==> src/rtl/hep_pkg.sv <==
// ----------------------------------------------------------------------------
// hep_pkg
// shared constants and types of the huffman encoder with byte packer
// ----------------------------------------------------------------------------
package hep_pkg;

   localparam int MAX_CODE_LEN = 32;
   localparam int CODE_W       = 32;
   localparam int LEN_W        = 6;
   localparam int BYTE_W       = 8;
   localparam int VB_W         = 4;
   localparam int SYM_W        = 8;
   localparam int TABLE_DEPTH  = 256;
   localparam int CODE_LEN_LIM = (MAX_CODE_LEN < CODE_W) ? MAX_CODE_LEN : CODE_W;
   localparam int ACC_W        = BYTE_W + CODE_W;
   localparam int CNT_W        = 6;

   // item opcodes
   localparam logic [1:0] OP_LOAD   = 2'd0;
   localparam logic [1:0] OP_ENCODE = 2'd1;
   localparam logic [1:0] OP_FINISH = 2'd2;

   typedef struct packed {
      logic [1:0]        opcode;
      logic [CODE_W-1:0] code;
      logic [LEN_W-1:0]  len;
   } pk_item_type;

   typedef struct packed {
      logic [BYTE_W-1:0] out_byte;
      logic [VB_W-1:0]   valid_bits;
      logic              is_pad_count;
      logic              last;
   } pk_result_type;

endpackage

==> src/rtl/hep_packer.sv <==
// ----------------------------------------------------------------------------
// hep_packer
// msb-first bit buffer that turns looked-up codes into bytes, one per cycle while the output is not stalled
// ----------------------------------------------------------------------------
module hep_packer import hep_pkg::*; (
   input  logic          clock,
   input  logic          reset,
   input  logic          append_pad,
   input  logic          item_valid,
   input  pk_item_type   item,
   output logic          item_ready,
   output logic          rsp_valid,
   input  logic          rsp_ready,
   output pk_result_type rsp
);

   typedef enum logic [1:0] {
      ST_IDLE,
      ST_EMIT,
      ST_FIN_BYTE,
      ST_FIN_PAD
   } state_type;

   state_type         state_ff, state_in;
   logic [ACC_W-1:0]  acc_ff, acc_in;
   logic [CNT_W-1:0]  cnt_ff, cnt_in;
   logic [VB_W-1:0]   fin_k_ff, fin_k_in;
   logic              fin_pad_ff, fin_pad_in;
   logic              out_valid_ff, out_valid_in;
   pk_result_type     out_ff, out_in;

   logic              out_free;
   logic [6:0]        shift_amt;
   logic [CODE_W-1:0] code_left;
   logic [ACC_W-1:0]  code_wide;
   logic [CNT_W-1:0]  cnt_sum;

   assign out_free   = !out_valid_ff || rsp_ready;
   assign item_ready = (state_ff == ST_IDLE);
   assign rsp_valid  = out_valid_ff;
   assign rsp        = out_ff;

   // left-align the code, then place it right behind the buffered bits
   assign shift_amt = 7'(CODE_W) - 7'(item.len);
   assign code_left = (item.len == '0) ? '0 : (item.code << shift_amt);
   assign code_wide = {code_left, {BYTE_W{1'b0}}} >> cnt_ff;
   assign cnt_sum   = cnt_ff + item.len;

   always_comb begin
      state_in     = state_ff;
      acc_in       = acc_ff;
      cnt_in       = cnt_ff;
      fin_k_in     = fin_k_ff;
      fin_pad_in   = fin_pad_ff;
      out_valid_in = out_valid_ff && !rsp_ready;
      out_in       = out_ff;
      case (state_ff)
         ST_IDLE: begin
            if (item_valid) begin
               case (item.opcode)
                  OP_ENCODE: begin
                     acc_in = acc_ff | code_wide;
                     cnt_in = cnt_sum;
                     if (cnt_sum > CNT_W'(BYTE_W)) begin
                        state_in = ST_EMIT;
                     end
                  end
                  OP_FINISH: begin
                     fin_k_in   = cnt_ff[VB_W-1:0];
                     fin_pad_in = append_pad;
                     if (cnt_ff != '0) begin
                        state_in = ST_FIN_BYTE;
                     end else if (append_pad) begin
                        state_in = ST_FIN_PAD;
                     end
                  end
                  default: begin
                  end
               endcase
            end
         end
         ST_EMIT: begin
            if (out_free) begin
               out_valid_in      = 1'b1;
               out_in.out_byte   = acc_ff[ACC_W-1 -: BYTE_W];
               out_in.valid_bits = VB_W'(BYTE_W);
               out_in.is_pad_count = 1'b0;
               out_in.last       = (cnt_ff <= CNT_W'(2 * BYTE_W));
               acc_in            = acc_ff << BYTE_W;
               cnt_in            = cnt_ff - CNT_W'(BYTE_W);
               if (cnt_ff <= CNT_W'(2 * BYTE_W)) begin
                  state_in = ST_IDLE;
               end
            end
         end
         ST_FIN_BYTE: begin
            if (out_free) begin
               out_valid_in        = 1'b1;
               out_in.out_byte     = acc_ff[ACC_W-1 -: BYTE_W];
               out_in.valid_bits   = fin_k_ff;
               out_in.is_pad_count = 1'b0;
               out_in.last         = !fin_pad_ff;
               acc_in              = '0;
               cnt_in              = '0;
               state_in            = fin_pad_ff ? ST_FIN_PAD : ST_IDLE;
            end
         end
         ST_FIN_PAD: begin
            if (out_free) begin
               out_valid_in        = 1'b1;
               out_in.out_byte     = {{(BYTE_W-VB_W){1'b0}}, VB_W'(BYTE_W) - fin_k_ff};
               out_in.valid_bits   = '0;
               out_in.is_pad_count = 1'b1;
               out_in.last         = 1'b1;
               acc_in              = '0;
               cnt_in              = '0;
               state_in            = ST_IDLE;
            end
         end
         default: begin
            state_in = ST_IDLE;
         end
      endcase
   end

   always_ff @(posedge clock) begin
      if (reset) begin
         state_ff     <= ST_IDLE;
         acc_ff       <= '0;
         cnt_ff       <= '0;
         fin_pad_ff   <= 1'b0;
         out_valid_ff <= 1'b0;
      end else begin
         state_ff     <= state_in;
         acc_ff       <= acc_in;
         cnt_ff       <= cnt_in;
         fin_pad_ff   <= fin_pad_in;
         out_valid_ff <= out_valid_in;
      end
      fin_k_ff <= fin_k_in;
      out_ff   <= out_in;
   end

   // buffer never holds more than a byte between items
   assert property (@(posedge clock) disable iff (reset)
      (state_ff == ST_IDLE) |-> (cnt_ff <= CNT_W'(BYTE_W)))
      else $error("bit buffer over one byte while idle");

   // emitting only while a byte is followed by more bits
   assert property (@(posedge clock) disable iff (reset)
      (state_ff == ST_EMIT) |-> (cnt_ff > CNT_W'(BYTE_W)))
      else $error("emit state without a completed byte");

   // a pad count carries no code bits and closes its item
   assert property (@(posedge clock) disable iff (reset)
      (out_valid_ff && out_ff.is_pad_count) |-> (out_ff.valid_bits == '0 && out_ff.last))
      else $error("malformed pad-count item");

   // a finish leaves an empty buffer once its results are loaded
   assert property (@(posedge clock) disable iff (reset)
      (state_ff == ST_FIN_PAD && out_free) |=> (cnt_ff == '0))
      else $error("buffer not cleared after finish");

endmodule

==> config.mk <==
export PLATFORM = sky130hd
export DESIGN_NAME = hep_packer
export DESIGN_NICKNAME = d
export VERILOG_FILES = /design/src/rtl/hep_pkg.sv /design/src/rtl/hep_packer.sv
export SDC_FILE = /design/constraint.sdc
export NUM_CORES = 1
export LEC_CHECK = 0
export BUFFER_PORTS_ARGS = -buffer_cell sky130_fd_sc_hd__clkbuf_2
export CORE_MARGIN = 1.5
export CORE_UTILIZATION = 45
export DETAILED_ROUTE_END_ITERATION = 8
export GPL_TIMING_DRIVEN = 0
export HOLD_SLACK_MARGIN = 0.15
export PLACE_DENSITY = 0.67
export RECOVER_POWER = 25
export SETUP_SLACK_MARGIN = 0.15
export SYNTH_ARGS = -nofsm -noshare
export SYNTH_HDL_FRONTEND = slang
export SYNTH_SLANG_ARGS = --single-unit
==> constraint.sdc <==
create_clock -name clock -period 7.25 [get_ports clock]
set_input_delay 0 -clock clock [delete_from_list [all_inputs] [get_ports clock]]
set_output_delay 0 -clock clock [all_outputs]
set_load 0.005 [all_outputs]
==> results of run 1 <==
[flip-flops by register name (all words and copies together), names as in the netlist]
name / count
rsp_valid: 1
acc_ff: 40
cnt_ff: 6
fin_pad_ff: 1
fin_k_ff: 4
state_ff: 2
rsp: 14
[power by group]
part | total, mW | internal [mW] | switching (mW)
registers | 0.539 | 0.485 | 0.0548
logic | 1.51 | 0.472 | 1.04
clock network | 0.439 | 0.275 | 0.164
[worst register-to-register path, delay by kind of cell (launching register included)]
kind / cells / cell delay, ns
buf+inv: 3 / 1.61
compound gates: 5 / 1.32
flops: 1 / 0.65
[metrics by stage]
step,utilization,power (mW),area (sq um),worst slack [ns]
final,0.511,2.49,9240,2.33
after floorplan,-,1.50,8350,3.58
after detailed placement,0.494,1.99,8930,2.31
after CTS,0.512,2.43,9250,2.62
after global placement,0.494,1.99,8930,2.24
after global routing,0.511,2.59,9240,2.21
[layer usage]
metal  track usage  vias up
li1              -     4206
met1         0.465     4504
met2         0.577      737
met3        0.0680      176
met4         0.224        0
met5             0        -
[logic make-up (layout without fill, tap and decap cells)]
family	after synthesis	count (layout)	synth area share
compound gates	360	360	0.321
xor+xnor	12	12	0.0148
fa+ha+maj	9	9	0.0144
buf+inv	116	195	0.0674
flops	68	68	0.185
mux	113	113	0.192
simple gates	344	344	0.206
[area by class of cell]
class | count | area share
clock inverter | 2 | 0.00366
multi-input combinational | 838 | 0.676
clock buffer | 14 | 0.0275
timing repair buffer | 63 | 0.0343
inverter | 25 | 0.0102
tap | 229 | 0.0310
buffer | 91 | 0.0508
sequential | 68 | 0.167
[Yosys cell counts (all sizes together) (9+ instances only)]
| master | number | area (sq um) |
|---|---|---|
| a221oi | 9 | 85.1 |
| o41ai | 9 | 93.8 |
| mux2i | 56 | 564 |
| a21oi | 78 | 390 |
| nor2 | 98 | 368 |
| buf | 31 | 244 |
| inv | 23 | 86.3 |
| mux4 | 33 | 762 |
| o21ai | 45 | 229 |
| and3 | 10 | 62.6 |
| a22oi | 21 | 158 |
| o211ai | 17 | 128 |
| clkbuf | 60 | 225 |
| a211o | 12 | 105 |
| a211oi | 22 | 175 |
| nand3 | 28 | 140 |
| nand2b | 9 | 56.3 |
| o22ai | 14 | 93.8 |
| o31a | 9 | 78.8 |
| a31oi | 14 | 87.6 |
| nand2 | 77 | 292 |
| xnor2 | 9 | 78.8 |
| or3 | 9 | 56.3 |
| and2 | 9 | 58.8 |
| nor3 | 47 | 240 |
| mux2 | 24 | 274 |
| nor4 | 14 | 109 |
| dfxtp | 50 | 1000 |
| edfxtp | 18 | 541 |
[worst min path at each step]
stage / endpoint / cells past startpoint
CTS: cnt_ff[0] / 4
global route: acc_ff[0] / 3
detailed placement: fin_pad_ff / 3
finish: cnt_ff[0] / 4
global placement: fin_pad_ff / 3
floorplan: fin_pad_ff / 2
==> flow_metrics.tcl, run 1 <==
set metrics [dict create \
    status "finished, violations left" \
    violations "DRC" \
    setup_violations 0 \
    finalWirelength_microns 36100 \
    clock_sinks 68 \
    ys_types 104 \
    syn-num-nets 1076 \
    synthArstFlopShare 0 \
    dr.max_layer_used "met4" \
    multi_input_area_sq_um 6240 \
    synth_edf_count 18 \
    via_per_inst 7.24 \
    power_density_nw_per_um2 270 \
    core_area_sq_um 18100 \
    rows 49 \
    cts-buffers-inserted 9 \
    cpPeakStageDelay_ns 0.93 \
    grt_setup_unrepaired "false" \
    cts_hold_buffers 3 \
    cts_setup_buffers 0 \
    place_congestion 1.05 \
    synth_area_per_cell_sq_um 8.17 \
    syn_to_final_growth_pct 10.7 \
    rr_worst_depth 8 \
    port_buffers 60 \
    drtPass1Iterations 8 \
    cp-end-kind "flop" \
    crit_arrival_ns 5.20 \
    max-vdd-ir-drop_uv 144 \
    path_common_cell "buf_2" \
    drtIter0Drc 1291 \
    power.leakage_nw 3.30 \
    dieHeight_microns 139 \
    via_count 9623 \
    dr_wl_met3_microns 3680 \
    root_buffer "clkbuf_16" \
    max-cap-violations 0 \
    crit_chain "clkbuf_2 > buf_6 > inv_2 > buf_1 > ha_1 > buf_2 > xnor2_1 > buf_2 > nor3_1 > o41ai_2 > a211oi_2 > o22ai_1 > a21oi_1 > o32ai_1 > nor4b_2 > a211o_1" \
    grt_pass1_wl_microns 54600 \
    worst_hold_path_type "input pin to flop" \
    final_cells 1330 \
    netlist_area_sq_um 8350 \
    dieArea_sq_um 19400 \
    drive_above_1_share 0.161 \
    die_w_microns 139 \
    first_global_vias 9078 \
    netlist_instances 1022 \
    worst_hold_slack_ns 0.155 \
    critPathTopFamily "compound AO/OA/AOI/OAI gates" \
    place_inst 1311 \
    relSlewSlack 0.151 \
    diodes 0 \
    slew_violations 0 \
    yosys_most_used_dff "dfxtp_1" \
    hold_viol_final 0 \
    antenna_found_initial 0 \
    min-delay-start "item[0]" \
    io_pins 61 \
    ctsResizeCount 0 \
    drc 4 \
    cts.clk_slew.worst_paths_ns 0.06 \
    tns_ns 0 \
    path_class "input pin to flop" \
    track_usage 0.366 \
    cts_tree "built" \
    final_antenna_net_count 0 \
    skew_ns 0.00707 \
    worst-path-max-fanout 10 \
    layout.area.seq_sq_um 1540 \
    seq_area_frac_synth 0.185 \
    critPathSlowestCell "o41ai_2" \
    worstSkewPairLatency_ns 0.34 \
    critPathLaunch "item[0]" \
    setup.worst_path.end "acc_ff[12]" \
    reg2reg_to "acc_ff[11]" \
    clockBufferDepth 2 \
    final_common_cell "nor2_1" \
    worst_slew_pin_slew_ns 1.24 \
    most-common-layout-cells "nor2_1 (98), a21oi_1 (78), nand2_1 (76)" \
    r2r_start "cnt_ff[0]" \
    crit_path_start_kind "input pin" \
    wl_per_cell_microns 27.1 \
    grt_overflow 0 \
    cp.required_ns 7.53 \
    period_share 0.678 \
    initial_core_util 0.462 \
    fillers 1784 \
    fmax_mhz 203 \
    place_hpwl_microns 27700 \
    grt_max_degree 24 \
    met2_length_microns 16000 \
    nets 1150 \
    ys_seq_elements 68 \
    cp.buffers_inverters 6 \
    yosys_warnings 0 \
    cp_num_cells 16 \
    cts_max_level 3 \
    rrSetupSlack_ns 3.58 \
    met1Wirelength_microns 14000 \
    period_minus_slack_ns 4.92 \
]
No activity file was read; power rests on OpenSTA's default activity.
==> run 2: changes to the inputs <==
==> constraint.sdc (replaced) <==
create_clock -name clock -period 4.6 [get_ports clock]
set_input_delay 0 -clock clock [delete_from_list [all_inputs] [get_ports clock]]
set_output_delay 0 -clock clock [all_outputs]
set_load 0.005 [all_outputs]
==> run 2 against run 1 <==
The flow still finishes with violations (DRC). Wire length about the same. Die area unchanged. Clock power increased by 57%. Clock skew decreased by 0.0021 ns. Combinational power increased by 59%. Register-to-register slack got worse by 2.7 ns. Critical endpoint unchanged. Largest cell class unchanged. Largest power group unchanged. Highest routed layer unchanged.
==> flow_metrics.tcl, run 2 (synthesis gave the netlist of run 1 again) <==
set metrics [dict create \
    max-vdd-ir-drop_uv 229 \
    via_per_inst 7.22 \
    violations "DRC" \
    period_minus_slack_ns 4.29 \
    max-cap-violations 0 \
    multi_input_area_sq_um 6270 \
    fin_area_sq_um 9300 \
    root_buffer "clkbuf_16" \
    nets 1154 \
    finalWirelength_microns 36100 \
    core_area_sq_um 18100 \
    power_density_nw_per_um2 424 \
    worst-path-max-fanout 10 \
    tns_ns 0 \
    largest_register "acc_ff" \
    rr_worst_depth 8 \
    crit_path_start_kind "input pin" \
    drtPass1Iterations 8 \
    cts-buffers-inserted 9 \
    setup_violations 0 \
    dieHeight_microns 139 \
    drc 4 \
    reg2reg_to "acc_ff[11]" \
    track_usage 0.366 \
    holdPathStages 4 \
    placed_cell_area_sq_um 8930 \
    cts_tree "built" \
    clockBufferDepth 2 \
    grt_overflow 0 \
    slew_violations 0 \
    diodes 0 \
    critPathLaunch "item[0]" \
    via_count 9632 \
    layout_setup_ws_ns 0.305 \
    drive_above_1_share 0.167 \
    path_class "input pin to flop" \
    largest_reg_flops 40 \
    final_common_cell "nor2_1" \
    pre_cts_slack_ns -0.336 \
    cp-end-kind "flop" \
    drtIter0Drc 1419 \
    power.leakage_nw 3.34 \
    clock_sinks 68 \
    place_congestion 1.05 \
    fillers 1780 \
    crit_arrival_ns 4.57 \
    fmax_mhz 233 \
    cts.clk_slew.worst_paths_ns 0.05 \
    syn_to_final_growth_pct 11.4 \
    period_share 0.934 \
    grt_max_degree 24 \
    wl_per_cell_microns 27.0 \
    worstSkewPairLatency_ns 0.33 \
    final_antenna_net_count 0 \
    io_pins 61 \
    status "finished, violations left" \
    cp.required_ns 4.88 \
    initial_core_util 0.462 \
    rows 49 \
    hold_viol_final 0 \
    worst_hold_slack_ns 0.157 \
    dieArea_sq_um 19400 \
    layout.area.seq_sq_um 1540 \
    worst_hold_path_type "input pin to flop" \
    rrSetupSlack_ns 0.87 \
    grt_pass1_wl_microns 54700 \
    relSlewSlack 0.122 \
    cts_max_level 3 \
    worst_slew_pin_slew_ns 1.28 \
    die_w_microns 139 \
    first_global_vias 9080 \
    antenna_found_initial 0 \
    r2r_start "cnt_ff[0]" \
    most-common-layout-cells "nor2_1 (98), a21oi_1 (78), nand2_1 (76)" \
    place_hpwl_microns 27700 \
    setup.worst_path.end "acc_ff[12]" \
    port_buffers 60 \
    fin_util 0.514 \
    skew_ns 0.00497 \
    grt_setup_unrepaired "true" \
]
run 2: changes by cell type in the layout (fill, tap and decap cells not counted):
cell and change:
o22ai_2 +1, buf_4 +4, a2111oi_1 +1, o22ai_1 -1, o41ai_4 +1, a2111oi_0 -1
buf_2 +1, buf_1 -1, o41ai_1 -1, clkbuf_2 +1, clkbuf_1 -1
run 2: worst min path at each step:
stage,startpoint,endpoint,slack (ns)
global route,reset,acc_ff[0],0.19
finish,item[0],cnt_ff[0],0.16
CTS,item[0],cnt_ff[0],0.15
detailed placement,append_pad,fin_pad_ff,0.29
global placement,append_pad,fin_pad_ff,0.28
floorplan,append_pad,fin_pad_ff,0.15
run 2: what timing repair did:
item	CTS	global route
resized for setup	2	5
endpoints found under the setup margin	7	16
hold endpoints to repair	3	0
setup buffers	0	4
pin swaps	0	1
hold buffers	3	0
run 2: report_power, final:
part | leakage, nW | internal (mW) | total, mW | switching, mW
sequential | 0.573 | 0.764 | 0.851 | 0.0868
clock | 0.139 | 0.434 | 0.689 | 0.256
combinational | 2.62 | 0.751 | 2.40 | 1.65
total | 3.34 | 1.95 | 3.94 | 1.99
run 2: area by class of cell:
class / instances / share of cell area
inverters: 25 / 0.0101
repair buffers: 67 / 0.0373
clock inverters: 2 / 0.00363
well taps: 229 / 0.0308
clock buffers: 14 / 0.0273
flip-flops and latches: 68 / 0.166
multi-input cells: 838 / 0.674
plain buffers: 91 / 0.0507
run 2: critical path: stages:
cell      delay, ns
clkbuf_2       0.13
buf_6          0.20
inv_2          0.12
buf_2          0.23
ha_1           0.23
buf_2          0.21
xnor2_1        0.47
buf_2          0.33
mux4_2         0.60
o221ai_1       0.38
mux2i_1        0.25
mux4_2         0.55
o32ai_1        0.36
nor4b_2        0.35
a211o_1        0.14
run 2: routing by layer:
| layer | global-route usage | wire length, microns | part of all wire | up-vias |
|---|---|---|---|---|
| li1 | - | - | - | 4206 |
| met1 | 0.465 | 14000 | 0.39 | 4501 |
| met2 | 0.577 | 15900 | 0.44 | 740 |
| met3 | 0.0680 | 3700 | 0.10 | 185 |
| met4 | 0.224 | 2500 | 0.069 | 0 |
| met5 | 0 | 0 | 0 | - |
run 2: stage by stage:
stage | std cells | total power, mW
floorplan | 1022 | 2.36
global placement | 1311 | 3.14
global route | 1334 | 4.09
CTS | 1330 | 3.83
detailed placement | 1311 | 3.14
finish | 1334 | 3.94
